## src/rtl/tune_event_decoder_defines.svh

```systemverilog
// assertion macros shared by the tune event decoder files
`ifndef TUNE_EVENT_DECODER_DEFINES_SVH
`define TUNE_EVENT_DECODER_DEFINES_SVH

`ifndef SYNTH
`define TED_ASSERT_IMP(lbl, clk, rst_n, ante, cons) \
  lbl: assert property (@(posedge clk) disable iff (!rst_n) (ante) |-> (cons)) \
    else $error("tune event decoder assertion failed");
`define TED_ASSERT_NXT(lbl, clk, rst_n, ante, cons) \
  lbl: assert property (@(posedge clk) disable iff (!rst_n) (ante) |=> (cons)) \
    else $error("tune event decoder assertion failed");
`else
`define TED_ASSERT_IMP(lbl, clk, rst_n, ante, cons)
`define TED_ASSERT_NXT(lbl, clk, rst_n, ante, cons)
`endif

`endif

```

## src/rtl/ted_pkg.sv

```systemverilog
`default_nettype none

package ted_pkg;

  typedef enum logic [1:0] {
    KIND_EXTEND = 2'd0,
    KIND_REST   = 2'd1,
    KIND_NOTE   = 2'd2,
    KIND_END    = 2'd3
  } ted_kind_t;

  typedef struct packed {
    logic [7:0] duration_byte;
    logic [7:0] pitch_byte;
  } ted_in_t;

  typedef struct packed {
    ted_kind_t   event_kind;
    logic [15:0] duration_ms;
    logic [11:0] frequency_hz;
    logic [7:0]  gap_ms;
    logic        last;
  } ted_out_t;

  localparam int unsigned MAX_PAIRS = 62;

  // divider geometry: dividend bits, divisor bits, two quotient bits per step
  localparam int unsigned DIV_W     = 34;
  localparam int unsigned DVS_W     = 17;
  localparam int unsigned DIV_STEPS = DIV_W / 2;
  localparam int unsigned CNT_W     = $clog2(DIV_STEPS);

  localparam logic [DVS_W-1:0] LEN_DIVISOR  = 17'd11000;
  localparam logic [DIV_W-1:0] FREQ_DIVIDEND = 34'd10000000;
  localparam logic [7:0]       DUR_EXTEND   = 8'd255;
  localparam logic [7:0]       GAP_MIN      = 8'd239;

  typedef struct packed {
    logic load;
    logic mul;
    logic div_start;
    logic div_sel_freq;
    logic cap_len;
    logic cap_freq;
    logic out_load;
  } ted_cmd_t;

  typedef struct packed {
    logic in_note;
    logic div_done;
  } ted_status_t;

endpackage

`default_nettype wire

```

## src/rtl/ted_div.sv

```systemverilog
`default_nettype none
`include "tune_event_decoder_defines.svh"

module ted_div (
  input  wire                        clk,
  input  wire                        rst_n,
  input  wire                        start,
  input  wire [ted_pkg::DIV_W-1:0]   dividend,
  input  wire [ted_pkg::DVS_W-1:0]   divisor,
  output logic                       done,
  output logic [ted_pkg::DIV_W-1:0]  quotient
);
  import ted_pkg::*;

  logic                 busy_r;
  logic                 done_r;
  logic [CNT_W-1:0]     cnt_r;
  logic [DVS_W-1:0]     dvs_r;
  logic [DVS_W-1:0]     rem_r, rem_nxt;
  logic [DIV_W-1:0]     quo_r, quo_nxt;

  // two restoring steps per cycle; quo_r shifts dividend out, quotient in
  always_comb begin
    logic [DVS_W:0]   t;
    logic [DVS_W-1:0] r;
    logic [DIV_W-1:0] q;
    r = rem_r;
    q = quo_r;
    for (int i = 0; i < 2; i++) begin
      t = {r, q[DIV_W-1]};
      q = {q[DIV_W-2:0], 1'b0};
      if (t >= {1'b0, dvs_r}) begin
        t = t - {1'b0, dvs_r};
        q[0] = 1'b1;
      end
      r = t[DVS_W-1:0];
    end
    rem_nxt = r;
    quo_nxt = q;
  end

  always_ff @(posedge clk) begin
    if (!rst_n) begin
      busy_r <= 1'b0;
      done_r <= 1'b0;
      cnt_r  <= '0;
    end else begin
      done_r <= busy_r && (cnt_r == CNT_W'(DIV_STEPS - 1));
      if (start) begin
        busy_r <= 1'b1;
        cnt_r  <= '0;
      end else if (busy_r) begin
        if (cnt_r == CNT_W'(DIV_STEPS - 1)) begin
          busy_r <= 1'b0;
        end
        cnt_r <= cnt_r + CNT_W'(1);
      end
    end
  end

  always_ff @(posedge clk) begin
    if (start) begin
      dvs_r <= divisor;
      rem_r <= '0;
      quo_r <= dividend;
    end else if (busy_r) begin
      rem_r <= rem_nxt;
      quo_r <= quo_nxt;
    end
  end

  assign done     = done_r;
  assign quotient = quo_r;

  `TED_ASSERT_NXT(a_div_start_busy, clk, rst_n, start, busy_r)
  `TED_ASSERT_IMP(a_div_done_idle, clk, rst_n, done_r, !busy_r)

endmodule

`default_nettype wire

```

## src/rtl/ted_dp.sv

```systemverilog
`default_nettype none
`include "tune_event_decoder_defines.svh"

module ted_dp (
  input  wire                    clk,
  input  wire                    rst_n,
  input  ted_pkg::ted_cmd_t      cmd,
  output ted_pkg::ted_status_t   status,
  input  ted_pkg::ted_in_t       in_data,
  input  wire                    cfg_we,
  input  wire [7:0]              cfg_data,
  output ted_pkg::ted_out_t      out_data
);
  import ted_pkg::*;

  logic [7:0]        gap_setting_r;
  logic [7:0]        ext_cnt_r;
  logic [7:0]        pair_cnt_r;
  ted_kind_t         kind_r;
  logic [15:0]       total_r;
  logic [DVS_W-1:0]  period_r;
  logic [DIV_W-1:0]  prod_r;
  logic [15:0]       len_r;
  logic [11:0]       freq_r;
  logic [7:0]        gap_r;
  logic              last_r;
  ted_out_t          out_r;

  logic              is_end, is_ext, is_rest;
  logic [15:0]       total;
  logic [DVS_W-1:0]  period;
  logic [3:0]        gap_steps;
  logic [7:0]        gap;
  logic              hit_limit;
  ted_kind_t         kind;
  logic [DIV_W-1:0]  div_dividend;
  logic [DVS_W-1:0]  div_divisor;
  logic              div_done;
  logic [DIV_W-1:0]  div_quo;

  assign is_end  = (in_data.duration_byte == 8'd0) && (in_data.pitch_byte == 8'd0);
  assign is_ext  = (in_data.duration_byte == DUR_EXTEND) && (in_data.pitch_byte != 8'd0);
  assign is_rest = (in_data.pitch_byte == 8'd0);

  // ext*255 + dur
  assign total  = {ext_cnt_r, 8'd0} - {8'd0, ext_cnt_r} + {8'd0, in_data.duration_byte};
  assign period = DVS_W'(in_data.pitch_byte) * DVS_W'(247) + DVS_W'(4000);

  // 10 * (255 - setting), only when the setting is above 239
  assign gap_steps = 4'(DUR_EXTEND - gap_setting_r);
  assign gap       = (gap_setting_r > GAP_MIN) ?
                     ({1'b0, gap_steps, 3'b000} + {3'b000, gap_steps, 1'b0}) : 8'd0;

  assign hit_limit = ({1'b0, pair_cnt_r} + 9'd1) >= 9'(MAX_PAIRS);

  always_comb begin
    priority if (is_end) begin
      kind = KIND_END;
    end else if (is_ext) begin
      kind = KIND_EXTEND;
    end else if (is_rest) begin
      kind = KIND_REST;
    end else begin
      kind = KIND_NOTE;
    end
  end

  assign status.in_note  = (kind == KIND_NOTE);
  assign status.div_done = div_done;

  always_ff @(posedge clk) begin
    if (!rst_n) begin
      gap_setting_r <= '0;
      ext_cnt_r     <= '0;
      pair_cnt_r    <= '0;
    end else begin
      if (cfg_we) begin
        gap_setting_r <= cfg_data;
      end
      if (cmd.load) begin
        if (is_end || hit_limit) begin
          ext_cnt_r  <= '0;
          pair_cnt_r <= '0;
        end else begin
          pair_cnt_r <= pair_cnt_r + 8'd1;
          ext_cnt_r  <= is_ext ? ext_cnt_r + 8'd1 : 8'd0;
        end
      end
    end
  end

  always_ff @(posedge clk) begin
    if (cmd.load) begin
      kind_r   <= kind;
      total_r  <= total;
      period_r <= period;
      len_r    <= (kind == KIND_REST) ? total : 16'd0;
      freq_r   <= '0;
      gap_r    <= is_end ? 8'd0 : gap;
      last_r   <= is_end || hit_limit;
    end
    if (cmd.mul) begin
      prod_r <= {1'b0, 33'(total_r) * 33'(period_r)};
    end
    if (cmd.cap_len) begin
      len_r <= div_quo[15:0];
    end
    if (cmd.cap_freq) begin
      freq_r <= div_quo[11:0];
    end
    if (cmd.out_load) begin
      out_r.event_kind   <= kind_r;
      out_r.duration_ms  <= len_r;
      out_r.frequency_hz <= freq_r;
      out_r.gap_ms       <= gap_r;
      out_r.last         <= last_r;
    end
  end

  assign div_dividend = cmd.div_sel_freq ? FREQ_DIVIDEND : prod_r;
  assign div_divisor  = cmd.div_sel_freq ? period_r : LEN_DIVISOR;

  ted_div u_div (
    .clk      (clk),
    .rst_n    (rst_n),
    .start    (cmd.div_start),
    .dividend (div_dividend),
    .divisor  (div_divisor),
    .done     (div_done),
    .quotient (div_quo)
  );

  assign out_data = out_r;

  // a pair that ends the tune leaves the pair count at zero, any other one does not
  `TED_ASSERT_NXT(a_dp_last_count, clk, rst_n, cmd.load, last_r == (pair_cnt_r == 8'd0))
  `TED_ASSERT_NXT(a_dp_ext_clear, clk, rst_n, cmd.load && !is_ext, ext_cnt_r == 8'd0)

endmodule

`default_nettype wire

```

## src/rtl/ted_ctrl.sv

```systemverilog
`default_nettype none
`include "tune_event_decoder_defines.svh"

module ted_ctrl (
  input  wire                   clk,
  input  wire                   rst_n,
  input  wire                   in_valid,
  output logic                  in_ready,
  output logic                  out_valid,
  input  wire                   out_ready,
  input  ted_pkg::ted_status_t  status,
  output ted_pkg::ted_cmd_t     cmd
);
  import ted_pkg::*;

  typedef enum logic [2:0] {
    ST_IDLE,
    ST_MUL,
    ST_LEN_GO,
    ST_DIV_LEN,
    ST_DIV_FREQ,
    ST_WRITE
  } state_t;

  state_t state_r, state_nxt;
  logic   out_valid_r;

  always_comb begin
    cmd       = '0;
    state_nxt = state_r;
    in_ready  = 1'b0;
    unique case (state_r)
      ST_IDLE: begin
        in_ready = 1'b1;
        if (in_valid) begin
          cmd.load  = 1'b1;
          state_nxt = status.in_note ? ST_MUL : ST_WRITE;
        end
      end
      ST_MUL: begin
        cmd.mul   = 1'b1;
        state_nxt = ST_LEN_GO;
      end
      ST_LEN_GO: begin
        cmd.div_start = 1'b1;
        state_nxt     = ST_DIV_LEN;
      end
      ST_DIV_LEN: begin
        if (status.div_done) begin
          // length quotient ready, reuse the divider for the frequency
          cmd.cap_len      = 1'b1;
          cmd.div_start    = 1'b1;
          cmd.div_sel_freq = 1'b1;
          state_nxt        = ST_DIV_FREQ;
        end
      end
      ST_DIV_FREQ: begin
        cmd.div_sel_freq = 1'b1;
        if (status.div_done) begin
          cmd.cap_freq = 1'b1;
          state_nxt    = ST_WRITE;
        end
      end
      ST_WRITE: begin
        if (!out_valid_r || out_ready) begin
          cmd.out_load = 1'b1;
          state_nxt    = ST_IDLE;
        end
      end
      default: begin
        state_nxt = ST_IDLE;
      end
    endcase
  end

  always_ff @(posedge clk) begin
    if (!rst_n) begin
      state_r     <= ST_IDLE;
      out_valid_r <= 1'b0;
    end else begin
      state_r <= state_nxt;
      if (cmd.out_load) begin
        out_valid_r <= 1'b1;
      end else if (out_ready) begin
        out_valid_r <= 1'b0;
      end
    end
  end

  assign out_valid = out_valid_r;

  `TED_ASSERT_NXT(a_ctrl_out_load, clk, rst_n, cmd.out_load, out_valid_r)
  `TED_ASSERT_IMP(a_ctrl_div_start, clk, rst_n, cmd.div_start,
                  state_r == ST_LEN_GO || state_r == ST_DIV_LEN)

endmodule

`default_nettype wire

```

## src/rtl/tune_event_decoder.sv

```systemverilog
// flow: extend, rest and end pairs go from ST_IDLE straight to ST_WRITE; a note pair first
// passes ST_MUL, ST_LEN_GO, ST_DIV_LEN and ST_DIV_FREQ; ST_WRITE waits while a result is untaken
// a new pair is accepted only in ST_IDLE, after the last result is loaded; a note runs two
// 34-bit divisions, 17 radix-4 steps each, on one shared divider
// reset: synchronous active-low rst_n clears the pair and extension counts,
// the gap setting and the controller; the result register drops its valid
`default_nettype none

module tune_event_decoder (
  input  wire                clk,
  input  wire                rst_n,
  input  wire                in_valid,
  output logic               in_ready,
  input  ted_pkg::ted_in_t   in_data,
  output logic               out_valid,
  input  wire                out_ready,
  output ted_pkg::ted_out_t  out_data,
  input  wire                cfg_valid,
  output logic               cfg_ready,
  input  wire [7:0]          cfg_data
);
  import ted_pkg::*;

  ted_cmd_t    cmd;
  ted_status_t status;

  assign cfg_ready = 1'b1;

  ted_ctrl u_ctrl (
    .clk       (clk),
    .rst_n     (rst_n),
    .in_valid  (in_valid),
    .in_ready  (in_ready),
    .out_valid (out_valid),
    .out_ready (out_ready),
    .status    (status),
    .cmd       (cmd)
  );

  ted_dp u_dp (
    .clk      (clk),
    .rst_n    (rst_n),
    .cmd      (cmd),
    .status   (status),
    .in_data  (in_data),
    .cfg_we   (cfg_valid),
    .cfg_data (cfg_data),
    .out_data (out_data)
  );

endmodule

`default_nettype wire
```

## config.mk

```make
export PLATFORM = sky130hd
export DESIGN_NAME = tune_event_decoder
export DESIGN_NICKNAME = d
export VERILOG_FILES = /design/src/rtl/ted_pkg.sv /design/src/rtl/ted_div.sv /design/src/rtl/ted_dp.sv /design/src/rtl/ted_ctrl.sv /design/src/rtl/tune_event_decoder.sv
export VERILOG_INCLUDE_DIRS = /design/src /design/src/rtl
export SDC_FILE = /design/constraint.sdc
export NUM_CORES = 1
export LEC_CHECK = 0
export BUFFER_PORTS_ARGS = -buffer_cell sky130_fd_sc_hd__clkbuf_2
export CORE_MARGIN = 5
export CORE_UTILIZATION = 65
export CTS_CLUSTER_DIAMETER = 60
export CTS_CLUSTER_SIZE = 12
export DETAILED_ROUTE_END_ITERATION = 16
export PLACE_DENSITY = 0.91
export SYNTH_ARGS = -nofsm -noshare
export SYNTH_HDL_FRONTEND = slang
export SYNTH_SLANG_ARGS = --single-unit
```

## constraint.sdc

```tcl
create_clock -name clk -period 11.65 [get_ports clk]
set_clock_uncertainty 0.2 [all_clocks]
set_input_delay 0 -clock clk [delete_from_list [all_inputs] [get_ports clk]]
set_output_delay 0 -clock clk [all_outputs]
set_load 0.03 [all_outputs]
```

## Yosys cells after proc, flatten, opt, wreduce, memory -nomap -nowiden

Index checks and enable logic that the tools add are counted.

- $add $sub $neg: 11
- Reductions and logical operators: 17
- Muxes and demuxes: 41
- Magnitude comparators: 4
- Div/mod/pow operators: 0
- Equality and inequality tests: 13
- Bitwise logic cells: 2
- Shifts and indexed selects: 0
- Multiply operators: 2

Operators with widths:

| cell | number |
|---|---|
| 34-bit 2-to-1 mux | 2 |
| 16-bit 2-to-1 mux | 3 |
| 18-bit by 17-bit >= comparator with 1-bit output | 2 |
| 17-bit 2-to-1 mux | 2 |
| 17-bit subtractor | 2 |
| 16-bit by 17-bit multiplier with 33-bit output | 1 |
| 33-bit 2-to-1 mux | 1 |
| 12-bit 2-to-1 mux | 2 |
| 8-bit 2-to-1 mux | 3 |
| 3-bit 2-to-1 mux | 6 |
| 3-bit case mux with 6 select lines | 1 |
| 16-bit by 12-bit adder with 17-bit output (second input constant) | 1 |
| 16-bit by 8-bit adder with 16-bit output | 1 |
| 8-bit by 1-bit adder with 8-bit output (second input constant) | 2 |
| 8-bit zero test | 2 |
| 8-bit by 8-bit multiplier with 16-bit output (second input constant) | 1 |
| 1-bit 2-to-1 mux | 16 |
| 16-bit by 8-bit subtractor with 16-bit output | 1 |
| 8-bit by 1-bit adder with 9-bit output (second input constant) | 1 |
| 9-bit by 6-bit >= comparator with 1-bit output (second input constant) | 1 |
| 7-bit by 5-bit adder with 8-bit output | 1 |
| 8-bit == test (second input constant) | 1 |
| 8-bit greater-than comparator (second input constant) | 1 |
| 2-bit nonzero test | 4 |
| other kinds (20) | 32 |

- Memories kept: 0
- Logic and storage cells: 114
- Input port bits: 29
- Latch bits: 0
- Memory bits (writable): 0
- Output and inout port bits: 42
- Register bits: 247
- ROM bits: 0

## Longest topological paths before layout

Gate-level depths: netlist of run 1.

- Depth after elaboration: 8
- Gate-level depth with buffers: 24
- Gate-level depth less buffers: 23

## By module

Synthesis of run 1 repeated with hierarchy kept, for this count alone.

- Cells, all modules: 2,284
- Area total of the unflattened synthesis: 22,829.4 um^2

Modules (own cells, without submodules):

| module | cells each | area each (um^2) | sequential area each (um^2) | times used |
|---|---|---|---|---|
| ted_dp | 1,743 | 17,495.5 | 4,744.6 | 1 |
| ted_div | 500 | 5,008.6 | 2,011.9 | 1 |
| ted_ctrl | 39 | 314.1 | 80.1 | 1 |
| tune_event_decoder | 2 | 11.3 | 0.0 | 1 |

## Worst setup path after synthesis of run 1

Ideal clock, no wire load.

- Path kind: flip-flop to flip-flop
- Start: reg u_dp.period_r[5]
- End: reg u_dp.prod_r[23] (data pin)
- Setup time: 259 ps
- Path buffers: 1
- Setup slack: 5,219 ps
- Period minus slack after synthesis: 6,431 ps
- Data arrival time: 5,973 ps
- Data required time: 11,191 ps
- Cell stages (with the launch flop): 22
- Cells stage by stage: edfxtp_1 clkbuf_1 and2_1 fa_1 inv_1 fa_1 fa_1 fa_1 inv_1 fa_1 inv_1 fa_1 inv_1 ha_1 and3_1 a311oi_1 a21oi_1 a211oi_1 o21ai_0 a21o_1 a21oi_1 xnor2_1

- Word-level cells in the longest chain between the ends: 1

RTL lines:

| what | RTL line | source |
|---|---|---|
| start: declaration | ted_dp.sv:21 | `logic [DVS_W-1:0] period_r;` |
| start signal: assignment | ted_dp.sv:96 | `period_r <= period;` |
| 16-bit by 17-bit multiplier with 33-bit output | ted_dp.sv:103 | `prod_r <= {1'b0, 33'(total_r) * 33'(period_r)};` |
| end signal: assignment | ted_dp.sv:103 |  |
| end: declaration | ted_dp.sv:22 | `logic [DIV_W-1:0] prod_r;` |

No other way between the ends.
A chain may end at the register's enable or synchronous reset.

## Worst setup path after layout of run 1

Ends and elaborated chain as after synthesis.

==> results of run 1 <==
## layout make-up
| class | count | area, µm² | share of cell area |
|---|---|---|---|
| Inverter | 349 | 1310 | 0.0551 |
| Sequential cell | 245 | 6840 | 0.287 |
| Clock inverter | 7 | 58.8 | 0.00247 |
| Clock buffer | 41 | 717 | 0.0301 |
| Timing Repair Buffer | 119 | 828 | 0.0348 |
| Antenna cell | 3 | 7.51 | 0.000316 |
| Multi-Input combinational cell | 1451 | 13500 | 0.566 |
| Tap cell | 448 | 561 | 0.0236 |
## metrics by stage
step	instances	setup slack (ps)	area, µm²	hold slack, ps	util
after CTS	2660	4600	23800	37.6	0.713
after global routing	2660	4210	23800	69.4	0.713
after floorplan	2112	5220	21900	-101	-
after detailed placement	2570	4660	22600	72.5	0.677
after global placement	2570	4800	22600	57.3	0.677
final	2663	4540	23800	39.3	0.713
## layout by cell type (no fill, tap or decap), types with 5 or more instances in the layout
master and n:
nor3_1 23, and2_1 158, nand2_1 191, a31oi_1 5, dfxtp_1 52, nand4_1 15
edfxtp_1 193, o21a_1 15, mux2i_1 22, inv_1 348, a21boi_0 12, fa_1 239
o31ai_1 5, xor2_1 26, or3_1 6, or2_2 11, o21bai_1 6, xnor2_1 62
dlygate4sd3_1 42, mux2_2 18, a22o_1 37, a21oi_1 72, clkbuf_2 68, o21ai_0 58
clkbuf_1 14, nor2_1 78, a211oi_1 6, or4_1 5, ha_1 202, nor2b_1 34
nand2b_1 8, and3_1 21, o22a_1 8, buf_4 9, nand3_1 29, clkbuf_16 26
a21o_1 22
## state kept, by name (all words and copies together), names as in the netlist
signal,flops
u_ctrl.out_valid,1
u_ctrl.state_r,3
u_dp.ext_cnt_r,8
u_dp.freq_r,12
u_dp.gap_r,7
u_dp.gap_setting_r,8
u_dp.kind_r,2
u_dp.last_r,1
u_dp.len_r,16
u_dp.out_data,38
u_dp.pair_cnt_r,8
u_dp.period_r,17
u_dp.prod_r,33
u_dp.total_r,16
u_dp.u_div.busy_r,1
u_dp.u_div.cnt_r,5
u_dp.u_div.done,1
u_dp.u_div.dvs_r,17
u_dp.u_div.quotient,34
u_dp.u_div.rem_r,17
## kinds of logic (layout without fill, tap and decap cells)
| kind of cell | after synthesis | count (layout) | share of synthesized area |
|---|---|---|---|
| adders and majority gates | 441 | 441 | 0.334 |
| xor gates and xnor gates | 88 | 88 | 0.0352 |
| AOI/OAI and AO/OA | 282 | 282 | 0.0868 |
| muxes | 40 | 40 | 0.0193 |
| and+or+nand+nor | 598 | 598 | 0.139 |
| buffers and inverters | 416 | 516 | 0.0729 |
| other | 2 | 5 | 0.000343 |
| DFF | 245 | 245 | 0.313 |
## per-layer routing
metal / vias up / track usage / share of wire
met5: - / 0 / 0
li1: 7106 / - / -
met3: 205 / 0.0541 / 0.095
met2: 884 / 0.489 / 0.49
met1: 7793 / 0.367 / 0.37
met4: 0 / 0.106 / 0.042
## cells in the mapped netlist (4+ instances only)
library cell  instances  area [µm²]
clkbuf_1             58         218
o21ai_0              58         290
o21bai_1              6        45.0
xor2_1               26         228
mux2_2               18         203
a21boi_0             12        90.1
and2_1              158         988
a21oi_1              73         365
o21a_1               15         113
nor2_1               81         304
o22a_1                8        70.1
mux2i_1              22         220
xnor2_1              62         543
nand4_1              15        93.8
a22o_1               37         324
or2_2                11        68.8
nand2_1             191         717
nand3_1              29         145
ha_1                202        2530
a31oi_1               5        31.3
and3_1               21         131
or3_1                 6        37.5
or4_1                 5        37.5
o31ai_1               5        37.5
nand3b_1              4        30.0
nor2b_1              34         213
inv_1               348        1310
edfxtp_1            193        5800
nor3_1               23         115
a21o_1               22         165
a211oi_1              6        45.0
dfxtp_1              52        1040
fa_1                239        4780
nand2b_1              8        50.1
## worst max-delay path: cells and delay by family (launching register included)
family          cells  cell delay [ps]
xor+xnor            1               90
compound gates      6             1700
buf+inv             4              220
flops               1              650
simple gates        2              500
fa+ha+maj           7             3460
## how the worst max path moves through the flow
stage	start	to	slack (ps)	depth (start not counted)
CTS	u_dp.period_r[5]$_DFFE_PP_	u_dp.prod_r[23]$_DFFE_PP_	4600	20
floorplan	u_dp.period_r[5]$_DFFE_PP_	u_dp.prod_r[23]$_DFFE_PP_	5220	21
detailed placement	u_dp.period_r[5]$_DFFE_PP_	u_dp.prod_r[31]$_DFFE_PP_	4660	20
global placement	u_dp.period_r[5]$_DFFE_PP_	u_dp.prod_r[31]$_DFFE_PP_	4800	20
global route	u_dp.period_r[5]$_DFFE_PP_	u_dp.prod_r[23]$_DFFE_PP_	4210	20
finish	u_dp.period_r[5]$_DFFE_PP_	u_dp.prod_r[23]$_DFFE_PP_	4540	20
==> impl_metrics.tcl, run 1 <==
set metrics [dict create \
    status "finished, final reports clean" \
    period_minus_slack_ps 7110 \
    viasPerCell 6.00 \
    cts_hold_repair.buffers 42 \
    hp-start "in_data[7]" \
    die-width_um 193 \
    numCtsBuffers 26 \
    clk_path_buf_depth 3 \
    reg2reg_depth 20 \
    tightestPinTransition_ps 1040 \
    hold_viol 0 \
    grt_pass1_vias 16900 \
    slew_viol_final 0 \
    firstDrtPassIters 6 \
    die_area_um2 37400 \
    cts_setup_buffers 0 \
    final_nets 2662 \
    ys_ff_latch 245 \
    r2r_slack_ps 4540 \
    path_clk_slew_ps 60 \
    max_cap_violations 0 \
    synthesis.area_um2 21900 \
    fin_tns_setup_ps 0 \
    globalRouteOverflowTotal 0 \
    maxSlewHeadroom 0.305 \
    worstSetupEndpointType "register" \
    syn_to_final_growth_pct 8.76 \
    cp_common_cell "fa_1" \
    hpwl_mm 38.4 \
    ant_nets 0 \
    vias 16000 \
    routabilityCongestion 0.936 \
    syn_inst 2112 \
    cpPeakStageDelay_ps 650 \
    crit_required_ps 11730 \
    htreeDepth 1 \
    r2r-end "u_dp.prod_r[23]$_DFFE_PP_" \
    crit_path_start_kind "register" \
    clock_latency_ps 550 \
    netlist-cell-type-count 69 \
    synthesis.nets 2582 \
    cp_max_fo 17 \
    die_y_um 193 \
    routed_wl_mm 53.4 \
    syn_area_per_cell_um2 10.4 \
    clock_sinks 245 \
    wl_per_cell_um 20.1 \
    synthArstFlopShare 0 \
    cts_root_buf "clkbuf_16" \
    io_buffers 68 \
    fp.coreArea_um2 33400 \
    ys_seq_area_frac 0.313 \
    fillers 2195 \
    drt_iter0_markers 1681 \
    cts_resized 0 \
    yosys_warnings 0 \
    slowest_stage "edfxtp_1" \
    min_path_cells 4 \
    start_util 0.656 \
    antenna_found_initial 0 \
    path_class "reg -> reg" \
    fin_crit_sh 0.610 \
    max_freq_mhz 141 \
    tritoncts "built" \
    io_pins 71 \
    rows 67 \
    synth_edf_count 193 \
    grt.total_usage 0.286 \
    setup_violations 0 \
    grt_pass1_wl_mm 87.9 \
    path_cells "and2_1, fa_1, inv_1, fa_1, fa_1, fa_1, inv_1, fa_1, inv_1, fa_1, inv_1, ha_1, and3_1, a311oi_1, a21oi_1, a211oi_1, o21ai_0, a21o_1, a21oi_1, xnor2_1" \
    grt_max_degree 53 \
    worstPathArrival_ps 7190 \
    whs_endpoint "u_dp.period_r[16]$_DFFE_PP_" \
    drc 0 \
    drive_gt1_frac 0.0687 \
    rsz0062_at_grt "false" \
    rr_startpoint "u_dp.period_r[5]$_DFFE_PP_" \
    ys.flop_type "edfxtp_1" \
    hold_class "in -> reg" \
]
Power of run 1 is not shown: default switching activity piles up to over one toggle a cycle in this logic, so the estimate is an artifact.
==> inputs of run 2 (changes only) <==
CORE_UTILIZATION = 58   (was 65)
PLACE_DENSITY = 0.86   (was 0.91)
clock period = 6 ns   (was 11.65 ns; I/O delays follow)
==> run 2 against run 1 <==
  * Maximum frequency grew 9.9%
  * Hold slack lost 18 ps
  * Highest routed layer unchanged
  * The flow now finishes with violations (negative setup slack)
  * Cell count grew 8.9%
==> impl_metrics.tcl, run 2 (synthesis results as in run 1) <==
set metrics [dict create \
    hold_class "in -> reg" \
    start_util 0.583 \
    tritoncts "built" \
    final_nets 2837 \
    vias 17100 \
    die-width_um 204 \
    clock_latency_ps 580 \
    multi_input_comb_area_um2 13900 \
    worstSetupEndpointType "register" \
    cp_max_fo 4 \
    die_y_um 204 \
    tightestPinTransition_ps 1030 \
    drc 0 \
    routed_wl_mm 57.9 \
    antenna_found_initial 1 \
    io_buffers 68 \
    worstPathArrival_ps 6580 \
    syn_to_final_growth_pct 18.4 \
    hold_viol 0 \
    fin_tns_setup_ps -4620 \
    fp.coreArea_um2 37500 \
    slew_viol_final 0 \
    status "finished, violations left" \
    firstDrtPassIters 7 \
    rr_startpoint "u_dp.total_r[6]$_DFFE_PP_" \
    period_minus_slack_ps 6470 \
    cts_root_buf "clkbuf_16" \
    r2r-end "u_dp.prod_r[31]$_DFFE_PP_" \
    drive_gt1_frac 0.172 \
    max_cap_violations 0 \
    rows 71 \
    path_clk_slew_ps 60 \
    max_freq_mhz 155 \
    reg2reg_depth 23 \
    io_pins 71 \
    fillers 2518 \
    drt_iter0_markers 1585 \
    worstSetupEndpoint "u_dp.prod_r[31]$_DFFE_PP_" \
    grt.total_usage 0.267 \
    clock_sinks 245 \
    clk_path_buf_depth 3 \
    largest_reg_flops 38 \
    fin_hold_ws_ps 21.2 \
    rsz0062_at_grt "true" \
    crit_start "u_dp.total_r[6]$_DFFE_PP_" \
    hpwl_mm 41.7 \
    setup_violations 15 \
    fin_ws_ps -467 \
    viasPerCell 5.89 \
    path_class "reg -> reg" \
    numCtsBuffers 28 \
    ff_latch_area_um2 6840 \
    grt_pass1_wl_mm 90.1 \
    grt_pass1_vias 17500 \
    grt_max_degree 46 \
    crit_path_start_kind "register" \
    violations "negative setup slack" \
    wl_per_cell_um 20.0 \
    final_common_cell "inv_1" \
    layout_common_cells "inv_1 (334), fa_1 (227), edfxtp_1 (193), ha_1 (187), nand2_1 (186)" \
    globalRouteOverflowTotal 0 \
    crit_required_ps 6110 \
    routabilityCongestion 0.928 \
    maxSlewHeadroom 0.311 \
    fin_crit_sh 1.08 \
    die_area_um2 41700 \
    r2r_slack_ps -470 \
    ant_nets 0 \
    htreeDepth 1 \
]
[run 2: cell count changes in the layout (fill, tap and decap cells not counted), moves of 9 or more]
cell / change
buf_4: +150
ha_1: -15
ha_4: +14
inv_1: -14
inv_2: +14
a21oi_1: -13
a21oi_2: +12
buf_12: +12
fa_1: -12
fa_2: +12
buf_6: +9
o21ai_0: -9
[run 2: routing by layer]
metal  part of all wire  wire length, µm  vias to the layer above  track usage
met5                  0                0                        -            0
met4              0.044             2570                        0       0.0881
met3              0.086             5010                      278       0.0341
met2               0.50            29100                     1017        0.474
met1               0.37            21200                     8338        0.342
li1                   -                -                     7464            -
[run 2: worst min-delay path by stage]
stage,cells after the start,end,slack [ps],startpoint
2_1_floorplan,0,u_dp.period_r[0]$_DFFE_PP_,-100,in_data[0]
3_3_place_gp,3,u_dp.gap_setting_r[7]$_SDFFE_PN0P_,60,cfg_data[7]
3_5_place_dp,3,u_dp.gap_setting_r[1]$_SDFFE_PN0P_,70,cfg_data[1]
4_1_cts,4,u_dp.period_r[16]$_DFFE_PP_,20,in_data[7]
5_1_grt,4,u_dp.period_r[16]$_DFFE_PP_,60,in_data[7]
6_report,4,u_dp.period_r[16]$_DFFE_PP_,20,in_data[7]
[run 2: stage by stage]
step                      instance area (µm²)  worst slack, ps   util  cells
after floorplan                         22200            -2.65      -   2112
after global placement                  24000             -255  0.641   2771
after detailed placement                24000             -433  0.641   2771
after CTS                               25500             -339  0.682   2879
after global routing                    25900             -567  0.691   2900
final                                   25900             -467  0.691   2901
[run 2: what timing repair did]
item                                    4_1_cts  5_1_grt
hold buffers                                 44        0
pin swaps                                    20       54
endpoints found under the setup margin       14       19
endpoints found under the hold margin        46        0
gates resized for setup                      34       48
setup buffers                                13       24
[run 2: critical path, stage by stage, from the launching register on]
cell and delay [ps]:
edfxtp_1 450, buf_6 170, buf_6 110, and2_4 150, fa_1 540, inv_2 40, fa_1 530, inv_1 50
fa_1 530, fa_1 450, fa_1 500, inv_1 50, fa_1 520, inv_2 50, ha_4 220, a21o_1 160
a21o_1 200, a221o_1 300, a22o_1 190, a21oi_2 160, a21oi_2 100, a211o_1 310, a21oi_2 130, xnor2_1 80
[run 2: area by class of cell]
| type | instances | share of cell area |
|---|---|---|
| Clock buffer | 43 | 0.0292 |
| Tap cell | 511 | 0.0247 |
| Sequential cell | 245 | 0.264 |
| Antenna cell | 1 | 0.0000966 |
| Timing Repair Buffer | 292 | 0.0894 |
| Clock inverter | 9 | 0.00469 |
| Inverter | 349 | 0.0506 |
| Multi-Input combinational cell | 1451 | 0.537 |
Power of run 2 is left out for the same reason.
